[src/rtl/swk_pkg.sv]
// Shared types, widths and the arctangent table for the swerve wheel kinematics block.
package swk_pkg;

  localparam int XW           = 29;  // wheel component, signed Q.24
  localparam int SW           = 58;  // square of a component magnitude
  localparam int NW           = 59;  // sum of squares and root accumulator
  localparam int CW           = 32;  // CORDIC x and y
  localparam int ZW           = 23;  // CORDIC angle accumulator, Q.20
  localparam int SQ_STEPS     = 30;
  localparam int CORDIC_STEPS = 21;

  typedef enum logic [1:0] {
    REG_SINGLE_MODE = 2'd0,
    REG_HALF_LENGTH = 2'd1,
    REG_HALF_WIDTH  = 2'd2,
    REG_NONE        = 2'd3
  } cfg_reg_t;

  typedef struct packed {
    logic signed [15:0] vel_x;
    logic signed [15:0] vel_y;
    logic signed [15:0] yaw_rate;
  } cmd_t;

  typedef struct packed {
    logic signed [15:0] lf_speed;
    logic signed [15:0] lf_angle;
    logic signed [15:0] lb_speed;
    logic signed [15:0] lb_angle;
    logic signed [15:0] rb_speed;
    logic signed [15:0] rb_angle;
    logic signed [15:0] rf_speed;
    logic signed [15:0] rf_angle;
  } wheel_cmd_t;

  typedef struct packed {
    logic [NW-1:0]        n;
    logic [NW-1:0]        res;
    logic signed [CW-1:0] cx;
    logic signed [CW-1:0] cy;
    logic signed [ZW-1:0] z;
    logic                 neg;
    logic                 zero;
  } wheel_t;

  typedef struct packed {
    logic               single;
    logic signed [15:0] vel_x;
    logic signed [15:0] yaw_rate;
    wheel_t [3:0]       wh;
  } work_t;

  function automatic logic signed [ZW-1:0] atan_entry(input int i);
    logic signed [ZW-1:0] r;
    case (i)
      0:       r = ZW'(823550);
      1:       r = ZW'(486170);
      2:       r = ZW'(256879);
      3:       r = ZW'(130396);
      4:       r = ZW'(65451);
      5:       r = ZW'(32757);
      6:       r = ZW'(16383);
      default: r = (i < CORDIC_STEPS) ? ZW'(1) <<< (20 - i) : ZW'(0);
    endcase
    return r;
  endfunction

endpackage

[src/rtl/swk_step.sv]
// One pipeline step: one root bit for each wheel, and one CORDIC rotation while K < CORDIC_STEPS.
module swk_step import swk_pkg::*; #(
  parameter int K = 0
) (
  input  logic  clk,
  input  logic  rst,
  input  logic  adv,
  input  logic  in_valid,
  input  work_t in_work,
  output logic  out_valid,
  output work_t out_work
);

  localparam logic [NW-1:0] BIT = NW'(1) << (2 * (SQ_STEPS - 1 - K));

  work_t nxt;

  always_comb begin
    nxt = in_work;
    for (int k = 0; k < 4; k++) begin
      if (in_work.wh[k].n >= in_work.wh[k].res + BIT) begin
        nxt.wh[k].n   = in_work.wh[k].n - (in_work.wh[k].res + BIT);
        nxt.wh[k].res = (in_work.wh[k].res >> 1) + BIT;
      end else begin
        nxt.wh[k].res = in_work.wh[k].res >> 1;
      end
      if (K < CORDIC_STEPS) begin
        if (!in_work.wh[k].cy[CW-1]) begin
          nxt.wh[k].cx = in_work.wh[k].cx + (in_work.wh[k].cy >>> K);
          nxt.wh[k].cy = in_work.wh[k].cy - (in_work.wh[k].cx >>> K);
          nxt.wh[k].z  = in_work.wh[k].z + atan_entry(K);
        end else begin
          nxt.wh[k].cx = in_work.wh[k].cx - (in_work.wh[k].cy >>> K);
          nxt.wh[k].cy = in_work.wh[k].cy + (in_work.wh[k].cx >>> K);
          nxt.wh[k].z  = in_work.wh[k].z - atan_entry(K);
        end
      end
    end
  end

  always_ff @(posedge clk) begin
    if (rst) begin
      out_valid <= 1'b0;
    end else if (adv) begin
      out_valid <= in_valid;
    end
  end

  always_ff @(posedge clk) begin
    if (adv) begin
      out_work <= nxt;
    end
  end

endmodule

[config.mk]
export PLATFORM = sky130hd
export DESIGN_NAME = swk_step
export DESIGN_NICKNAME = d
export VERILOG_FILES = /design/src/rtl/swk_pkg.sv /design/src/rtl/swk_step.sv
export SDC_FILE = /design/constraint.sdc
export NUM_CORES = 2
export LEC_CHECK = 0
export ABC_AREA = 1
export BUFFER_PORTS_ARGS = -buffer_cell sky130_fd_sc_hd__clkbuf_2
export CAP_MARGIN = 20
export CORE_AREA = 2 2 677 679
export DETAILED_ROUTE_END_ITERATION = 7
export DIE_AREA = 0 0 679 681
export PLACE_DENSITY_LB_ADDON = 0.3
export REMOVE_ABC_BUFFERS = 1
export SLEW_MARGIN = 10
export SYNTH_ARGS = -nofsm -noshare
export SYNTH_HDL_FRONTEND = slang
export SYNTH_SLANG_ARGS = --single-unit
[constraint.sdc]
create_clock -name clk -period 7.25 [get_ports clk]
set_input_delay 0 -clock clk [delete_from_list [all_inputs] [get_ports clk]]
set_output_delay 0 -clock clk [all_outputs]
set_load 0.01 [all_outputs]
==> impl_metrics.env <==
export IMPL_ir_drop_mv=0.180
export IMPL_htree_levels=4
export IMPL_worstSkewPairLatency_ns=0.87
export IMPL_dp_hpwl_um=474000
export IMPL_hold_path_class="input port to register"
export IMPL_ys_seq_elements=858
export IMPL_finalClockSkew_ns=0
export IMPL_cts_root_buf="clkbuf_16"
export IMPL_crit_chain="dlygate4sd3_1, clkbuf_2, inv_1, ha_1, nand2_1, o21ai_0, a21oi_1, o21ai_0, nand2_1, nand2_1, nand2_1, dlygate4sd3_1, nand3_1, dlygate4sd3_1, nand2_1, dlygate4sd3_1"
export IMPL_synth_top_cell_area_share=0.313
export IMPL_grt_pass1_wl_um=737000
export IMPL_vias=94300
export IMPL_cts_buffers=139
export IMPL_drive_gt1_frac=0.142
export IMPL_total_power_mw=22.4
export IMPL_finalSetupViolations=0
export IMPL_grt_pass1_vias=92100
export IMPL_die_area_um2=462000
export IMPL_start_util=0.181
export IMPL_cp_data_required_time_ns=7.87
export IMPL_leakage_nw=58.0
export IMPL_syn_area_um2=82200
export IMPL_cp_max_fo=11
export IMPL_vias_per_cell=4.41
export IMPL_synth_edf_count=857
export IMPL_cts_clk_slew_worst_paths_ns=0.06
export IMPL_grt_overflow_total=0
export IMPL_grt_max_degree=121
export IMPL_tns_ns=0
export IMPL_p_per_area_nw_per_um2=196
export IMPL_slew_viol_final=0
export IMPL_detail_route_antenna_nets=0
export IMPL_rsz0062_at_grt="no"
export IMPL_gp_congestion=0.998
export IMPL_drtIter0Drc=7224
export IMPL_hold_slack_ns=0.0414
export IMPL_routed_wl_um=551000
export IMPL_yosys_cell_types_count=52
export IMPL_setup_slack_ns=3.18
export IMPL_avgRoutedWirePerCell_um=25.8
export IMPL_die_h_um=681
export IMPL_place_inst=19900
export IMPL_fmax_ghz=0.246
export IMPL_firstDrtPassIters=6
export IMPL_synth_async_sr_flop_share=0
export IMPL_maxCapViolCount=0
export IMPL_rows=248
export IMPL_cp_common_cell="nand2_1"
export IMPL_cts_tree="built"
export IMPL_cts_sinks=858
export IMPL_status="completed"
export IMPL_start_kind="input port"
export IMPL_ys_flop_type="edfxtp_1"
export IMPL_cp_slowest_stage_delay_ns=0.58
export IMPL_cts_buffer_depth=4
export IMPL_postLayoutCoreUtil=0.251
export IMPL_ioPinCount=1727
export IMPL_fin_area_um2=114000
export IMPL_remaining_drc_errors=0
export IMPL_fin_crit_sh=0.561
export IMPL_area_growth_pct=38.9
export IMPL_crit_slowest_cell="o21ai_0"
export IMPL_period_minus_slack_ns=4.07
export IMPL_nNetsFinal=16800
export IMPL_synth_warnings=0
export IMPL_path_buf_inv=6
export IMPL_crit_type="input port to register"
export IMPL_final_cell_mix="4012 x nand2_1, 2274 x inv_1, 1724 x clkbuf_2"
export IMPL_place_area_um2=97400
export IMPL_grt_total_usage=0.227
export IMPL_die_x_um=679
export IMPL_hold_viol=0
export IMPL_synthCells=12400
export IMPL_io_buffers=1726
export IMPL_yosysSeqAreaShare=0.313
export IMPL_tightestPinTransition_ns=1.11
export IMPL_synth_largest_area_cell="edfxtp_1"
export IMPL_stdcell_count=21400
export IMPL_synthTopCellsByArea="edfxtp_1 31%, nand2_1 18%, ha_1 10%"
export IMPL_slew_headroom=0.258
export IMPL_cp_arrival_ns=4.69
export IMPL_antenna_found_initial=173
export IMPL_critical_path_top_delay_family="buffers and inverters"
export IMPL_core_um2=455000
export IMPL_dp_slack_ns=3.62
export IMPL_end_kind="register"
export IMPL_syn_mean_instance_area_um2=6.65
export IMPL_layout_commonest_cell="nand2_1"
## kinds of logic after synthesis
kind of cell | after synthesis | share of synthesized area
buf+inv | 2554 | 0.122
flops | 858 | 0.313
simple gates | 6531 | 0.332
mux | 8 | 0.000974
fa+ha+maj | 708 | 0.110
compound gates | 1430 | 0.0928
xor+xnor | 271 | 0.0289
## synthesized netlist by cell type (11+ instances only)
| cell type | instances |
|---|---|
| a21boi_0 | 11 |
| edfxtp_1 | 857 |
| o21a_1 | 30 |
| ha_1 | 688 |
| nand3_2 | 68 |
| nand3b_1 | 18 |
| buf_1 | 14 |
| a21o_1 | 44 |
| nor2_2 | 36 |
| o21ai_0 | 472 |
| inv_1 | 2276 |
| nand2_2 | 13 |
| nor3_1 | 80 |
| nand4_1 | 155 |
| inv_2 | 31 |
| buf_4 | 22 |
| buf_2 | 95 |
| and2_1 | 39 |
| or2_2 | 30 |
| and2_0 | 13 |
| clkbuf_1 | 72 |
| fa_1 | 20 |
| buf_6 | 30 |
| xnor2_1 | 33 |
| o21bai_1 | 46 |
| nand2_1 | 4012 |
| xor2_1 | 238 |
| o22ai_1 | 46 |
| nor4_1 | 16 |
| o211ai_1 | 16 |
| clkbuf_2 | 12 |
| nor2_1 | 936 |
| o21ai_1 | 31 |
| nand3_1 | 1103 |
| a21oi_1 | 716 |
## path summary, 6_finish.rpt
path / from / endpoint / slack, ns / cells after the start
worst max register to register: out_valid / out_valid / 6.05 / 3
worst max-delay path: in_work[443] / out_work[460] / 3.18 / 16
worst min register to register: out_valid / out_valid / 1.13 / 3
worst min-delay path: in_work[503] / out_work[562] / 0.04 / 5
## final cells by class
type                    count  area (um^2)
inverters                2309         8670
well taps                6000         7510
multi-input cells        8948        46500
diodes                     73          183
clock buffers             159         3600
flip-flops and latches    858        25800
fillers                 51600       341000
clock inverters            84         1180
repair buffers           2937        20800
## power by group
| part | internal [mW] | switching (mW) | leakage, nW |
|---|---|---|---|
| logic | 2.63 | 5.48 | 47.3 |
| clock network | 4.47 | 2.96 | 2.30 |
| registers | 6.28 | 0.592 | 8.38 |
| total | 13.4 | 9.03 | 58.0 |
## repair_timing
action,4_1_cts,5_1_grt
resized for setup,0,0
hold buffers,1177,0
hold endpoints to repair,931,0
setup buffers,0,0
## worst reg2reg max path, stage by stage, from the launching register on
cell           delay, ns
dfxtp_1             0.33
mux2i_1             0.13
nor2_1              0.05
dlygate4sd3_1       0.57
## state kept, by name, indices dropped and copies added (netlist names)
signal     cells
out_work     857
out_valid      1
## metal layers
metal,track usage,wire [um]
met5,0,413
met4,0.129,37500
met3,0.0355,30100
met2,0.397,266000
met1,0.263,218000
Power figures use the tool's default switching activity.
