===== config.mk =====
export PLATFORM = sky130hd
export DESIGN_NAME = swk_back
export DESIGN_NICKNAME = d
export VERILOG_FILES = /design/src/rtl/swk_pkg.sv /design/src/rtl/swk_back.sv
export SDC_FILE = /design/constraint.sdc
export NUM_CORES = 1
export LEC_CHECK = 0
export BUFFER_PORTS_ARGS = -buffer_cell sky130_fd_sc_hd__buf_4
export CORE_AREA = 2 2 382 384
export CTS_BUF_LIST = sky130_fd_sc_hd__clkbuf_16
export CTS_CLUSTER_DIAMETER = 40
export DETAILED_ROUTE_END_ITERATION = 12
export DIE_AREA = 0 0 384 386
export GPL_TIMING_DRIVEN = 0
export PLACE_DENSITY = 0.4
export SLEW_MARGIN = 30
export SYNTH_ARGS = -nofsm -noshare
export SYNTH_HDL_FRONTEND = slang
export SYNTH_SLANG_ARGS = --single-unit

===== constraint.sdc =====
create_clock -name clk -period 4.81 [get_ports clk]
set_input_delay 0.2405 -clock clk [delete_from_list [all_inputs] [get_ports clk]]
set_output_delay 0.2405 -clock clk [all_outputs]
set_load 0.05 [all_outputs]

===== src/rtl/swk_pkg.sv =====
// Shared types, widths and the arctangent table for the swerve wheel kinematics block.
package swk_pkg;

  localparam int XW           = 29;  // wheel component, signed Q.24
  localparam int SW           = 58;  // square of a component magnitude
  localparam int NW           = 59;  // sum of squares and root accumulator
  localparam int CW           = 32;  // CORDIC x and y
  localparam int ZW           = 23;  // CORDIC angle accumulator, Q.20
  localparam int SQ_STEPS     = 30;
  localparam int CORDIC_STEPS = 21;

  typedef enum logic [1:0] {
    REG_SINGLE_MODE = 2'd0,
    REG_HALF_LENGTH = 2'd1,
    REG_HALF_WIDTH  = 2'd2,
    REG_NONE        = 2'd3
  } cfg_reg_t;

  typedef struct packed {
    logic signed [15:0] vel_x;
    logic signed [15:0] vel_y;
    logic signed [15:0] yaw_rate;
  } cmd_t;

  typedef struct packed {
    logic signed [15:0] lf_speed;
    logic signed [15:0] lf_angle;
    logic signed [15:0] lb_speed;
    logic signed [15:0] lb_angle;
    logic signed [15:0] rb_speed;
    logic signed [15:0] rb_angle;
    logic signed [15:0] rf_speed;
    logic signed [15:0] rf_angle;
  } wheel_cmd_t;

  typedef struct packed {
    logic [NW-1:0]        n;
    logic [NW-1:0]        res;
    logic signed [CW-1:0] cx;
    logic signed [CW-1:0] cy;
    logic signed [ZW-1:0] z;
    logic                 neg;
    logic                 zero;
  } wheel_t;

  typedef struct packed {
    logic               single;
    logic signed [15:0] vel_x;
    logic signed [15:0] yaw_rate;
    wheel_t [3:0]       wh;
  } work_t;

  function automatic logic signed [ZW-1:0] atan_entry(input int i);
    logic signed [ZW-1:0] r;
    case (i)
      0:       r = ZW'(823550);
      1:       r = ZW'(486170);
      2:       r = ZW'(256879);
      3:       r = ZW'(130396);
      4:       r = ZW'(65451);
      5:       r = ZW'(32757);
      6:       r = ZW'(16383);
      default: r = (i < CORDIC_STEPS) ? ZW'(1) <<< (20 - i) : ZW'(0);
    endcase
    return r;
  endfunction

endpackage


===== src/rtl/swk_back.sv =====
// Last stage: round, saturate and sign speeds and angles into the output word.
module swk_back import swk_pkg::*; (
  input  logic       clk,
  input  logic       rst,
  input  logic       adv,
  input  logic       in_valid,
  input  work_t      work,
  output logic       out_valid,
  output wheel_cmd_t result
);

  logic [15:0]          sp [4];
  logic [15:0]          an [4];
  logic [NW-1:0]        m;
  logic signed [ZW-1:0] zr;
  logic signed [16:0]   w2;
  logic [15:0]          w_ang;
  wheel_cmd_t           res_next;

  always_comb begin
    w2    = {work.yaw_rate, 1'b0};
    w_ang = (w2 > 17'sd32767) ? 16'h7fff : (w2 < -17'sd32768) ? 16'h8000 : w2[15:0];
    m  = '0;
    zr = '0;
    for (int k = 0; k < 4; k++) begin
      m  = (work.wh[k].res + NW'(2048)) >> 12;
      zr = (work.wh[k].z + ZW'(64)) >>> 7;
      if (work.wh[k].neg) begin
        sp[k] = (m > NW'(32768)) ? 16'h8000 : 16'(-m[15:0]);
      end else begin
        sp[k] = (m > NW'(32767)) ? 16'h7fff : m[15:0];
      end
      an[k] = (zr > ZW'(32767)) ? 16'h7fff : (zr < -ZW'(32768)) ? 16'h8000 : zr[15:0];
      if (work.wh[k].zero) begin
        sp[k] = '0;
        an[k] = '0;
      end
      if (work.single) begin
        sp[k] = work.vel_x;
        an[k] = w_ang;
      end
    end
    res_next.lf_speed = sp[0]; res_next.lf_angle = an[0];
    res_next.lb_speed = sp[1]; res_next.lb_angle = an[1];
    res_next.rb_speed = sp[2]; res_next.rb_angle = an[2];
    res_next.rf_speed = sp[3]; res_next.rf_angle = an[3];
  end

  always_ff @(posedge clk) begin
    if (rst) begin
      out_valid <= 1'b0;
    end else if (adv) begin
      out_valid <= in_valid;
    end
  end

  always_ff @(posedge clk) begin
    if (adv) begin
      result <= res_next;
    end
  end

endmodule


==> impl_metrics.tcl <==
set metrics [dict create \
    maxCapViolCount 0 \
    clk_pin_slew_worst_paths_ns 0.07 \
    final_cells 4099 \
    syn_nets 2603 \
    slew_headroom_pct 39.38 \
    dp_cells 4053 \
    max_freq_ghz 0.2496 \
    ys_warn_count 0 \
    worstPathCellList "buf_4, ha_1, clkbuf_1, nand3_1, nor4_2, buf_2, nand3_1, xor2_1, nand3_1, nor4_2, nand4_1, buf_2, a21oi_1, o21ai_1" \
    drtIter0Drc 1027 \
    start_util_pct 9.515 \
    drtPass1Iterations 5 \
    grt_max_degree 54 \
    path_depth 14 \
    grt_pass1_wl_um 114800 \
    rsz0062_at_grt "no" \
    finalSetupViolCount 0 \
    route.detailed.drc 0 \
    hold_slack_ns 0.1292 \
    viasPerCell 3.847 \
    fin_worst_skew_ns 0 \
    synth_cells 1722 \
    synth_ff_type "edfxtp_1" \
    wire_per_inst_um 20.63 \
    cp_max_fo 10 \
    p_per_area_nw_per_um2 220.5 \
    final_cell_mix "413 x buf_4, 179 x nand2_1, 144 x nand3_1" \
    grt_overflow 0 \
    finalPower_mw 4.409 \
    rows 140 \
    yosysSeqAreaShare_pct 28.10 \
    io_buffers 412 \
    cp.required_ns 4.98 \
    ant_nets 0 \
    place_congestion 0.8436 \
    tightest_slew_ns 0.9070 \
    clk_latency_ns 0.47 \
    start_kind "input port" \
    n_fill_cell 16650 \
    hold_viol 0 \
    synth.distinct_cells 96 \
    cp_top_family "simple AND/OR/NAND/NOR gates" \
    slowest_delay_ns 0.71 \
    cts_tree "built" \
    ys_ff_latch 129 \
    io-pin-count 994 \
    crit_path_frequent_cell "nand3_1" \
    final_common_cell "buf_4" \
    cts_buffers 17 \
    grt.total_usage_pct 10.95 \
    met2_wirelength_um 37390 \
    path_buf_inv 4 \
    core_um2 144500 \
    fin_ws_ns 0.8028 \
    grt_pass1_vias 14990 \
    fin_nets 3038 \
    post-route-min-period_ns 4.007 \
    slowest_stage "nor4_2" \
    highest_layer "met5" \
    cts-root-buf "clkbuf_16" \
    numClockSinks 129 \
    yosys-top-cells-area "edfxtp_1 28%, xor2_1 5.4%, nand3_1 5.2%" \
    reg2regPathDepth 3 \
    yosys.area.top_type "edfxtp_1" \
    hpwl_um 71260 \
    holdPathStages 1 \
    wl_met1_um 37320 \
    syn_to_final_growth_pct 45.40 \
    status "complete, no violations" \
    die_area_um2 148200 \
    drive_above_1_share_pct 25.85 \
    avgSynthCellArea_um2 7.985 \
    synth_top_area_share_pct 27.95 \
    synth_edf_count 128 \
    dr_wl_met3_um 8403 \
    vdd_drop_max_v 0.0002027 \
    drt-total-wl_um 84550 \
    die_h_um 386 \
    finalSetupTns_ns 0 \
    crit_type "input port to flop" \
    dr_total_vias 15770 \
    clk_path_buf_depth 2 \
    critPathArrivalTime_ns 4.17 \
    postCtsSetupRepairBufs 0 \
    worstSetupEndpointType "flop" \
    syn_area_um2 13750 \
    die_w_um 384 \
    slew_violations 0 \
    reg2reg_setup_slack_ns 3.68 \
    hold_class "input port to flop" \
    async_reset_ff_share_pct 0 \
    htree_levels 4 \
    pre_cts_slack_ns 0.09209 \
    power.leakage_nw 7.036 \
    antenna_found_initial 37 \
    period_share_pct 83.31 \
]
## per-stage QoR
| stage | area, um^2 | util [%] |
|---|---|---|
| finish | 19990 | 13.83 |
| global route | 19970 | 13.82 |
| CTS | 19960 | 13.81 |
| detailed placement | 19340 | 13.38 |
| global placement | 19240 | 13.32 |
| floorplan | 13750 | - |
## per-layer routing
| metal | GRT usage (%) | vias to the layer above |
|---|---|---|
| met3 | 4.360 | 67 |
| met2 | 17.05 | 622 |
| met4 | 2.222 | 20 |
| li1 | - | 7523 |
| met1 | 14.17 | 7538 |
| met5 | 0 | - |
## cells in the mapped netlist, drive strengths merged, types with 5 or more instances
cell type / instances
a21o: 16
nand4: 88
o211ai: 20
nor3: 59
nor4: 48
a22oi: 5
and3: 60
and4: 22
nand3: 144
nand2: 179
a211oi: 11
xor2: 84
a211o: 8
or4: 18
nand4b: 10
a311oi: 8
o21ai: 126
xnor2: 72
ha: 16
a2111oi: 5
a31oi: 46
inv: 46
a21boi: 6
edfxtp: 128
o31ai: 22
a21oi: 57
nand2b: 9
and2: 28
buf: 29
nand3b: 6
nor4b: 7
clkbuf: 52
or3: 34
nor3b: 12
nor2: 106
or2: 28
o22ai: 9
mux2i: 13
o311a: 8
or3b: 5
## what timing repair did
action                    CTS  global route
hold buffers                2             0
gates resized for setup     0             0
hold endpoints to repair    1             0
## state kept, by name, summed over array words and instances (netlist names)
signal	cells
result	128
out_valid	1
## path summary, 6_finish.rpt
check	startpoint	endpoint
max	work[100]	result[126]
min	adv	result[10]
max reg2reg	out_valid	out_valid
min reg2reg	out_valid	out_valid
## area by class of cell
| cell class | instances | area [um^2] | area share (%) |
|---|---|---|---|
| Antenna cell | 12 | 30.03 | 0.1502 |
| Buffer | 81 | 386.6 | 1.934 |
| Clock buffer | 17 | 425.4 | 2.128 |
| Clock inverter | 15 | 180.2 | 0.9012 |
| Inverter | 46 | 172.7 | 0.8636 |
| Multi-Input combinational cell | 1466 | 9360 | 46.82 |
| Sequential cell | 129 | 3864 | 19.33 |
| Tap cell | 1917 | 2399 | 12.00 |
| Timing Repair Buffer | 416 | 3176 | 15.88 |
## logic make-up (layout without fill, tap and decap cells)
family,after synthesis,in the layout,synth area share [%]
mux,17,17,1.274
fa+ha+maj,16,16,1.456
other cells,0,12,0
simple gates,877,877,35.91
flops,129,129,28.10
compound gates,400,400,19.28
xor+xnor,156,156,9.936
buf+inv,127,575,4.040
## worst reg2reg max path, stage by stage, from the launching register on
cell	delay, ns
dfxtp_1	0.31
mux2i_1	0.12
nor2_1	0.05
dlygate4sd3_1	0.54
## report_power, final
part           switching, mW  internal, mW
clock                  0.719         0.748
combinational           1.04         0.491
sequential            0.0463          1.36
total                   1.81          2.60
No activity file was read; power rests on OpenSTA's default activity.
